`src/rtl/slru_pkg.sv`:
```
// Shared types and constants of the segmented LRU replacement unit.
// Used by slru_lists and segmented_lru_replacement_unit; depends on nothing.
`default_nettype none
package slru_pkg;

    localparam int CAPACITY = 32;
    localparam int ID_BITS  = 8;
    localparam int IDX_W    = $clog2(CAPACITY);
    localparam int CNT_W    = $clog2(CAPACITY + 1);
    localparam int LIM_W    = 5;
    localparam int CFG_AW   = 1;

    // Request codes carried on the input tuser.
    localparam logic [1:0] REQ_INSERT = 2'd0;
    localparam logic [1:0] REQ_HIT    = 2'd1;
    localparam logic [1:0] REQ_ERASE  = 2'd2;

    // Segment codes reported in each result.
    localparam logic [1:0] SEG_NONE = 2'd0;
    localparam logic [1:0] SEG_PROB = 2'd1;
    localparam logic [1:0] SEG_PROT = 2'd2;

    // Configuration register indexes.
    localparam logic [CFG_AW-1:0] CFG_PROB_LIMIT = 1'b0;
    localparam logic [CFG_AW-1:0] CFG_PROT_LIMIT = 1'b1;

    // One access to the list memories: one read and one write per cycle.
    typedef struct packed {
        logic               rd_en;
        logic               rd_prot;
        logic [IDX_W-1:0]   rd_addr;
        logic               wr_en;
        logic               wr_prot;
        logic [IDX_W-1:0]   wr_addr;
        logic [ID_BITS-1:0] wr_data;
    } t_mem_req;

endpackage
`default_nettype wire

```
`src/rtl/slru_lists.sv`:
```
// Two ordered id lists (probation and protected), each a synchronous memory.
// Depends on slru_pkg for widths and the access request struct.
`default_nettype none
module slru_lists (
    input  wire logic                      i_clk,
    input  wire slru_pkg::t_mem_req        i_req,
    output logic [slru_pkg::ID_BITS-1:0]   o_rd_data
);

    logic [slru_pkg::ID_BITS-1:0] prob_mem [slru_pkg::CAPACITY];
    logic [slru_pkg::ID_BITS-1:0] prot_mem [slru_pkg::CAPACITY];
    logic [slru_pkg::ID_BITS-1:0] r_rd_data;

    // Write port, steered to one of the two lists.
    always_ff @(posedge i_clk) begin
        if (i_req.wr_en && !i_req.wr_prot) begin
            prob_mem[i_req.wr_addr] <= i_req.wr_data;
        end
        if (i_req.wr_en && i_req.wr_prot) begin
            prot_mem[i_req.wr_addr] <= i_req.wr_data;
        end
    end

    // Registered read; the data holds while no new read is issued.
    always_ff @(posedge i_clk) begin
        if (i_req.rd_en) begin
            r_rd_data <= i_req.rd_prot ? prot_mem[i_req.rd_addr]
                                       : prob_mem[i_req.rd_addr];
        end
    end

    assign o_rd_data = r_rd_data;

endmodule
`default_nettype wire

```
`src/rtl/segmented_lru_replacement_unit.sv`:
```
// Segmented LRU replacement unit: sequencer and result register; uses slru_pkg, slru_lists.
// Order of work: an unknown request code goes straight to the result; otherwise the lists are
// searched, the unit acts, closes gaps and appends, works out evictions and demotions, evicts,
// demotes and loads the result; the shifts after evictions follow the last result.
// Throughput: one transaction in work at a time, input ready only when idle; an unread result
// stalls the sequencer. Reset clears both segments and loads the limits 16 and 15.
`default_nettype none
module segmented_lru_replacement_unit (
    input  wire logic        i_clk,
    input  wire logic        i_rst_n,
    input  wire logic        i_s_axis_tvalid,
    output logic             o_s_axis_tready,
    input  wire logic [7:0]  i_s_axis_tdata,   // [7:0] entry_id
    input  wire logic [1:0]  i_s_axis_tuser,   // [1:0] req_type
    output logic             o_m_axis_tvalid,
    input  wire logic        i_m_axis_tready,
    // [7:0] evicted_id, [9:8] hit_segment, [10] overflow,
    // [16:11] probation_count, [22:17] protected_count, [23] zero
    output logic [23:0]      o_m_axis_tdata,
    output logic             o_m_axis_tuser,   // [0] evict_valid
    output logic             o_m_axis_tlast,
    input  wire logic                            i_cfg_we,
    input  wire logic [slru_pkg::CFG_AW-1:0]     i_cfg_addr,
    input  wire logic [slru_pkg::LIM_W-1:0]      i_cfg_wdata
);

    localparam int CW = slru_pkg::CNT_W;
    localparam int IW = slru_pkg::IDX_W;
    localparam int DW = slru_pkg::ID_BITS;

    typedef enum logic [3:0] {
        S_IDLE, S_FIND, S_FIND_CHK, S_ACT, S_SH_RD, S_SH_WR, S_HIT_APP,
        S_PASS, S_EV_RD, S_EV_OUT, S_DM_START, S_CP_RD, S_CP_WR, S_POST, S_FINAL
    } t_state;

    t_state                  r_state, r_after;
    logic [1:0]              r_req;
    logic [DW-1:0]           r_id;
    logic [CW-1:0]           r_psize, r_qsize, r_k, r_pos, r_end, r_d;
    logic [CW-1:0]           r_evn, r_dmn, r_fp, r_fq;
    logic                    r_list, r_sh_list, r_found, r_ovf;
    logic [slru_pkg::LIM_W-1:0] r_plim, r_qlim;

    logic                    r_o_valid, r_o_evict, r_o_last, r_o_ovf;
    logic [DW-1:0]           r_o_id;
    logic [1:0]              r_o_seg;
    logic [CW-1:0]           r_o_pc, r_o_qc;

    slru_pkg::t_mem_req      mem_req;
    logic [DW-1:0]           rd_data;
    logic                    out_free, out_load;
    logic [CW-1:0]           list_size, evn, dmn;
    logic [CW:0]             used;
    logic [1:0]              seg;

    slru_lists u_lists (
        .i_clk     (i_clk),
        .i_req     (mem_req),
        .o_rd_data (rd_data)
    );

    assign out_free  = !r_o_valid || i_m_axis_tready;
    assign out_load  = out_free && (r_state == S_EV_OUT || r_state == S_FINAL);
    assign list_size = r_list ? r_qsize : r_psize;
    assign used      = {1'b0, r_psize} + {1'b0, r_qsize};
    assign evn = (r_psize > {1'b0, r_plim}) ? (r_psize - {1'b0, r_plim}) : '0;
    assign dmn = (r_qsize > {1'b0, r_qlim}) ? (r_qsize - {1'b0, r_qlim}) : '0;
    assign seg = (r_found && r_req != slru_pkg::REQ_INSERT)
               ? (r_list ? slru_pkg::SEG_PROT : slru_pkg::SEG_PROB) : slru_pkg::SEG_NONE;

    // Memory accesses issued by the current step.
    always_comb begin
        mem_req = '0;
        unique case (r_state)
            S_FIND: begin
                mem_req.rd_en   = (r_k < list_size);
                mem_req.rd_prot = r_list;
                mem_req.rd_addr = r_k[IW-1:0];
            end
            S_ACT: begin
                mem_req.wr_en   = (r_req == slru_pkg::REQ_INSERT) && !r_found
                                  && (used < (CW+1)'(slru_pkg::CAPACITY));
                mem_req.wr_prot = 1'b0;
                mem_req.wr_addr = r_psize[IW-1:0];
                mem_req.wr_data = r_id;
            end
            S_SH_RD: begin
                mem_req.rd_en   = (r_k < r_end);
                mem_req.rd_prot = r_sh_list;
                mem_req.rd_addr = IW'(r_k + r_d);
            end
            S_SH_WR: begin
                mem_req.wr_en   = 1'b1;
                mem_req.wr_prot = r_sh_list;
                mem_req.wr_addr = r_k[IW-1:0];
                mem_req.wr_data = rd_data;
            end
            S_HIT_APP: begin
                mem_req.wr_en   = 1'b1;
                mem_req.wr_prot = 1'b1;
                mem_req.wr_addr = r_qsize[IW-1:0];
                mem_req.wr_data = r_id;
            end
            S_EV_RD: begin
                mem_req.rd_en   = 1'b1;
                mem_req.rd_prot = 1'b0;
                mem_req.rd_addr = r_k[IW-1:0];
            end
            S_CP_RD: begin
                mem_req.rd_en   = (r_k < r_dmn);
                mem_req.rd_prot = 1'b1;
                mem_req.rd_addr = r_k[IW-1:0];
            end
            S_CP_WR: begin
                mem_req.wr_en   = 1'b1;
                mem_req.wr_prot = 1'b0;
                mem_req.wr_addr = IW'(r_psize + r_k);
                mem_req.wr_data = rd_data;
            end
            default: mem_req = '0;
        endcase
    end

    // Sequencer, sizes, limits and the result register.
    always_ff @(posedge i_clk) begin
        if (!i_rst_n) begin
            r_state   <= S_IDLE;
            r_after   <= S_IDLE;
            r_psize   <= '0;
            r_qsize   <= '0;
            r_plim    <= slru_pkg::LIM_W'(16);
            r_qlim    <= slru_pkg::LIM_W'(15);
            r_o_valid <= 1'b0;
        end else begin
            if (i_cfg_we) begin
                unique case (i_cfg_addr)
                    slru_pkg::CFG_PROB_LIMIT: r_plim <= i_cfg_wdata;
                    slru_pkg::CFG_PROT_LIMIT: r_qlim <= i_cfg_wdata;
                    default: ;
                endcase
            end
            if (r_o_valid && i_m_axis_tready && !out_load) begin
                r_o_valid <= 1'b0;
            end
            unique case (r_state)
                S_IDLE: begin
                    if (i_s_axis_tvalid) begin
                        r_req   <= i_s_axis_tuser;
                        r_id    <= i_s_axis_tdata;
                        r_k     <= '0;
                        r_list  <= 1'b0;
                        r_found <= 1'b0;
                        r_ovf   <= 1'b0;
                        r_evn   <= '0;
                        if (i_s_axis_tuser == slru_pkg::REQ_INSERT
                            || i_s_axis_tuser == slru_pkg::REQ_HIT
                            || i_s_axis_tuser == slru_pkg::REQ_ERASE) begin
                            r_state <= S_FIND;
                        end else begin
                            r_state <= S_FINAL;
                        end
                    end
                end
                // Linear search: probation first, then protected.
                S_FIND: begin
                    if (r_k < list_size) begin
                        r_state <= S_FIND_CHK;
                    end else if (!r_list) begin
                        r_list <= 1'b1;
                        r_k    <= '0;
                    end else begin
                        r_state <= S_ACT;
                    end
                end
                S_FIND_CHK: begin
                    if (rd_data == r_id) begin
                        r_found <= 1'b1;
                        r_pos   <= r_k;
                        r_state <= S_ACT;
                    end else begin
                        r_k     <= r_k + 1'b1;
                        r_state <= S_FIND;
                    end
                end
                S_ACT: begin
                    if (r_req == slru_pkg::REQ_INSERT) begin
                        if (r_found) begin
                            r_state <= S_PASS;
                        end else if (used >= (CW+1)'(slru_pkg::CAPACITY)) begin
                            r_ovf   <= 1'b1;
                            r_state <= S_FINAL;
                        end else begin
                            r_psize <= r_psize + 1'b1;
                            r_state <= S_PASS;
                        end
                    end else if (r_found) begin
                        // Remove the found id by closing the gap in its list.
                        r_sh_list <= r_list;
                        r_k       <= r_pos;
                        r_d       <= CW'(1);
                        r_end     <= list_size - 1'b1;
                        if (r_list) r_qsize <= r_qsize - 1'b1;
                        else        r_psize <= r_psize - 1'b1;
                        r_after   <= (r_req == slru_pkg::REQ_HIT) ? S_HIT_APP : S_FINAL;
                        r_state   <= S_SH_RD;
                    end else begin
                        r_state <= (r_req == slru_pkg::REQ_HIT) ? S_PASS : S_FINAL;
                    end
                end
                // Move entries k+d down to k, one entry at a time: read it, then write it.
                S_SH_RD: begin
                    r_state <= (r_k < r_end) ? S_SH_WR : r_after;
                end
                S_SH_WR: begin
                    r_k     <= r_k + 1'b1;
                    r_state <= S_SH_RD;
                end
                S_HIT_APP: begin
                    r_qsize <= r_qsize + 1'b1;
                    r_state <= S_PASS;
                end
                // Work out eviction and demotion counts and the final sizes.
                S_PASS: begin
                    r_evn   <= evn;
                    r_dmn   <= dmn;
                    r_fp    <= r_psize - evn + dmn;
                    r_fq    <= r_qsize - dmn;
                    r_k     <= '0;
                    r_state <= (evn != '0) ? S_EV_RD : S_DM_START;
                end
                S_EV_RD: begin
                    r_state <= S_EV_OUT;
                end
                S_EV_OUT: begin
                    if (out_free) begin
                        r_o_valid <= 1'b1;
                        r_o_evict <= 1'b1;
                        r_o_id    <= rd_data;
                        r_o_seg   <= seg;
                        r_o_ovf   <= 1'b0;
                        r_o_pc    <= r_fp;
                        r_o_qc    <= r_fq;
                        r_o_last  <= (r_k + 1'b1 == r_evn);
                        if (r_k + 1'b1 == r_evn) begin
                            r_sh_list <= 1'b0;
                            r_k       <= '0;
                            r_d       <= r_evn;
                            r_end     <= r_psize - r_evn;
                            r_psize   <= r_psize - r_evn;
                            r_after   <= S_DM_START;
                            r_state   <= S_SH_RD;
                        end else begin
                            r_k     <= r_k + 1'b1;
                            r_state <= S_EV_RD;
                        end
                    end
                end
                S_DM_START: begin
                    r_k     <= '0;
                    r_state <= (r_dmn != '0) ? S_CP_RD : S_POST;
                end
                // Copy the protected head onto the probation tail.
                S_CP_RD: begin
                    if (r_k < r_dmn) begin
                        r_state <= S_CP_WR;
                    end else begin
                        r_psize   <= r_psize + r_dmn;
                        r_sh_list <= 1'b1;
                        r_k       <= '0;
                        r_d       <= r_dmn;
                        r_end     <= r_qsize - r_dmn;
                        r_qsize   <= r_qsize - r_dmn;
                        r_after   <= S_POST;
                        r_state   <= S_SH_RD;
                    end
                end
                S_CP_WR: begin
                    r_k     <= r_k + 1'b1;
                    r_state <= S_CP_RD;
                end
                S_POST: begin
                    r_state <= (r_evn == '0) ? S_FINAL : S_IDLE;
                end
                // Single result of a transaction that evicted nothing.
                S_FINAL: begin
                    if (out_free) begin
                        r_o_valid <= 1'b1;
                        r_o_evict <= 1'b0;
                        r_o_id    <= '0;
                        r_o_seg   <= seg;
                        r_o_ovf   <= r_ovf;
                        r_o_pc    <= r_psize;
                        r_o_qc    <= r_qsize;
                        r_o_last  <= 1'b1;
                        r_state   <= S_IDLE;
                    end
                end
                default: r_state <= S_IDLE;
            endcase
        end
    end

    assign o_s_axis_tready = (r_state == S_IDLE);
    assign o_m_axis_tvalid = r_o_valid;
    assign o_m_axis_tuser  = r_o_evict;
    assign o_m_axis_tlast  = r_o_last;
    assign o_m_axis_tdata  = {1'b0, r_o_qc, r_o_pc, r_o_ovf, r_o_seg, r_o_id};

    // The two segments never hold more ids than the store has room for.
    a_capacity: assert property (@(posedge i_clk) disable iff (!i_rst_n)
        used <= (CW+1)'(slru_pkg::CAPACITY))
        else $error("segment sizes exceed capacity");

    // A result without an eviction is always the closing one of its transaction.
    a_plain_last: assert property (@(posedge i_clk) disable iff (!i_rst_n)
        (r_o_valid && !r_o_evict) |-> r_o_last)
        else $error("non-eviction result not marked last");

    // Once an input transaction is taken the block is busy on the next cycle.
    a_busy: assert property (@(posedge i_clk) disable iff (!i_rst_n)
        (i_s_axis_tvalid && o_s_axis_tready) |=> !o_s_axis_tready)
        else $error("input accepted twice in a row");

endmodule
`default_nettype wire
```
`config.mk`:
```
export PLATFORM = sky130hd
export DESIGN_NAME = segmented_lru_replacement_unit
export DESIGN_NICKNAME = d
export VERILOG_FILES = /design/src/rtl/slru_pkg.sv /design/src/rtl/slru_lists.sv /design/src/rtl/segmented_lru_replacement_unit.sv
export SDC_FILE = /design/constraint.sdc
export NUM_CORES = 1
export LEC_CHECK = 0
export BUFFER_PORTS_ARGS = -buffer_cell sky130_fd_sc_hd__buf_4
export CORE_MARGIN = 4
export CORE_UTILIZATION = 41
export CTS_CLUSTER_SIZE = 14
export DETAILED_ROUTE_END_ITERATION = 10
export PLACE_DENSITY = 0.6
export SYNTH_ARGS = -nofsm -noshare
export SYNTH_HDL_FRONTEND = slang
export SYNTH_SLANG_ARGS = --single-unit
```
`constraint.sdc`:
```
create_clock -name i_clk -period 12.4 [get_ports i_clk]
set_input_delay 1.24 -clock i_clk [delete_from_list [all_inputs] [get_ports i_clk]]
set_output_delay 1.24 -clock i_clk [all_outputs]
set_load 0.005 [all_outputs]
```
==> summary.md <==
| Metric | Value |
|---|---|
| HPWL after DPL | 51,000 µm |
| Cell at the root of the clock tree | clkbuf_16 |
| Proportion of netlist area held by the largest area contributor | a little over 60% |
| Remaining design rule violation count | 0 |
| Number of antenna violations at the first check in global routing | 0 |
| Peak clock frequency supported by timing | 208 MHz |
| Cell types occupying the most area after synthesis | edfxtp_1, nand2_1, ha_1 |
| Final Wtd Congestion | 0.916 |
| Predominant post-synthesis flop cell | edfxtp_1 |
| NumNets Final | 2,480 |
| Post-synthesis adder-cell area fraction | under 10% |
| Relative slew slack | a little under a fifth |
| Total negative setup slack | 0 ps |
| VDD IR max | 182 µV |
| DRT antenna net count | 0 |
| Die footprint | about 76,000 µm² |
| Unique masters post-synth | 79 |
| First-pass GRT wire length | about 120,000 µm |
| Flops & latches, synth | approximately 640 |
| Unrepaired setup endpoints after global routing | false |
| Post-synth ARST share | 0% |
| Cell with the most instances after synthesis | edfxtp_1 |
| Post-synthesis cell area | about 30,000 µm² |
| Status | completed |
| Number of maximum-capacitance violations | 0 |
| Core area | 70,300 µm² |
| CTS resizes | 0 |
| Worst-skew pair later-pin latency | between 600 and 700 ps |
| Syn. warnings | 0 |
| Number of hold violations in the final report | 0 |
| Number of setup buffers added after CTS | 0 |
| Clock slew at the register clock pins of the worst setup and hold paths | 70 ps |
| Gr usage total | 20.8% |
| CTS tree | done |
| Largest family of logic cells by synthesized area | simple AND/OR/NAND/NOR gates |
| Final setup violating endpoints | 0 |
| Number of vias per cell after detailed routing | about 5.8 |
| Kind of start point of the critical path | register |
| Vias in the first global route | 18,770 |
| Number of synthesized flops with an enable pin | 606 |
| Total congestion overflow | 0 |
| Routed wirelength normalized by instance count | 23.8 µm |
| Critical Path AT | 5150 ps |
| Cell type contributing the most total cell area after synthesis | edfxtp_1 |
| Buffers on Ports | 47 |
| Worst min path class | reg2reg |
| Number of sinks driven by the clock tree | 637 |
| Fin util | 46.5% |
| CP max FO | 13 |
| Vias post-DR | 19,414 |
| Cell count after placement | between 3,000 and 4,000 |
| Width of the die | 275 µm |
| Crit. End Element | register |
| Violation count after the first detailed-route iteration | 2,200 |
| Leading cell types by count after synthesis | edfxtp_1, nand2_1, nor2_1 |
| Cell area after placement | between 30,000 and 40,000 µm² |
| Ratio of cells with drive above 1 in the final layout | 8.50% |
| Area growth from synthesis to layout | 11.9% |
| Initial Util | 41.5% |
| Count of final max-slew check failures | 0 |
| Per-instance average area after synthesis | 12.4 µm² |
| Type of the worst setup path | reg2reg |
| Fraction of synthesized area in multiplexers | roughly 3.1% |
| Worst hold slack after final layout | 476 ps |
| Final instance area | ~33,000 µm² |
| Actual slew at the worst max-slew pin | 1220 ps |
| Count of fill cells added during filler insertion | just over 6,000 |
| Max Buffers Root-to-Sink | 3 |
| Cts-stage hold buffer count | 0 |
| Power Total | approximately 6.9 mW |
| Die Y | ~270 µm |
| # IOs | 49 |
| Number of optimization iterations in the first detailed-route pass | 6 |
| Worst Path Required | 12,750 ps |
| Syn Inst Count | 2,347 |
| Post-route setup slack | ~7600 ps |
| Place WS | approximately 7700 ps |
| Final worst-path cycle share | 38.7% |
| Share of synthesized area occupied by flip-flops and latches | 64.5% |
| Standard-cell rows | 97 |
| Worst Clk Skew | 28.0 ps |
| Fin cells | 3,364 |
| Cell area power density | 211 nW/µm² |
| Num CTS Buffers | between 60 and 70 |
| Xor and xnor fraction of the mapped netlist area | 1.85% |
| Largest net degree at the start of global routing | 205 |
| H-tree depth | 3 |
| Total routed wirelength | 79,900 µm |
| Complex-gate fraction of the synthesized area | 10.2% |
| Post-synth net total | 2,457 |
| Fin crit period | slightly below 5000 ps |
| Simple-gate portion of the synthesized area | 13.1% |
| Leakage power figure | approximately 12 nW |
## state kept, by name (all words and copies together) (netlist names), 8 cells and up
signal / flops
u_lists.prob_mem: 256
u_lists.prot_mem: 256
r_id: 8
r_o_id: 8
u_lists.o_rd_data: 8
## per-layer routing
metal / wire length (µm) / GRT usage (%) / vias to the layer above / share of wire (%)
met5: 0 / 0 / - / 0
met4: 2250 / 6.50 / 0 / 2.8
li1: - / - / 8756 / -
met2: 35900 / 31.7 / 774 / 45
met3: 6360 / 4.20 / 147 / 8.0
met1: 35400 / 30.2 / 9737 / 44
## worst max-delay path, stage by stage (launching register included)
cell,delay (ps)
dfxtp_1,780
inv_1,250
fa_1,520
nor2b_1,130
o21ai_0,110
a21boi_0,230
o22a_1,260
nor2_1,120
nor2_1,210
fa_1,490
inv_1,90
ha_1,220
a21o_1,180
a21oi_1,220
o21bai_1,90
a21oi_1,210
xnor2_1,170
xnor2_1,170
xnor2_1,80
## worst paths after layout
path / slack, ps / end / start / cells past startpoint
min: 480 / r_after[1] / r_after[1] / 2
min reg2reg: 480 / r_after[1] / r_after[1] / 2
max reg2reg: 7600 / r_fp[5] / r_psize[1] / 18
max: 7600 / r_fp[5] / r_psize[1] / 18
## layout make-up
cell class                      instances  area (µm²)  area share [%]
Sequential cell                       637       18800            57.6
Multi-Input combinational cell       1513        9630            29.5
Clock buffer                           84        1800            5.53
Tap cell                              940        1180            3.60
Timing Repair Buffer                   73         561            1.72
Clock inverter                         40         373            1.14
Inverter                               76         285           0.874
Antenna cell                            1        2.50         0.00766
## placed cells by master, fill, tap and decap left out, types with 8 or more instances in the layout
| master | instances |
|---|---|
| xor2_1 | 16 |
| and2_1 | 44 |
| o21ai_4 | 8 |
| xnor2_1 | 43 |
| o21ai_0 | 50 |
| dfxtp_1 | 30 |
| clkinv_2 | 12 |
| a211oi_1 | 65 |
| edfxtp_1 | 606 |
| or4_1 | 8 |
| clkinv_1 | 12 |
| nor2b_1 | 38 |
| and3_1 | 8 |
| ha_1 | 74 |
| clkbuf_1 | 14 |
| nor3_1 | 24 |
| a22oi_1 | 12 |
| or3_1 | 12 |
| mux2i_1 | 86 |
| nand4_1 | 10 |
| nand3_1 | 102 |
| o211ai_1 | 14 |
| o22a_1 | 8 |
| nor2_1 | 148 |
| fa_1 | 15 |
| inv_1 | 75 |
| a31oi_1 | 54 |
| a311oi_1 | 32 |
| a221o_1 | 9 |
| nand2b_1 | 14 |
| a21o_1 | 23 |
| clkbuf_16 | 70 |
| nand2_1 | 405 |
| buf_4 | 72 |
| o22ai_1 | 10 |
| a21oi_1 | 65 |
## power by group
part           switching (mW)  internal (mW)  total [mW]
Sequential              0.146           2.52        2.67
Combinational            1.51          0.737        2.25
Clock                   0.885           1.10        1.98
Total                    2.54           4.36        6.90
## cell families after synthesis
family,count (synthesis)
flip-flops,637
XOR/XNOR,60
multiplexers,91
AND/OR/NAND/NOR,846
AO/OA/AOI/OAI,426
other,1
buffers and inverters,197
adder cells (fa/ha/maj),89
(Power assumes the default switching activity.)
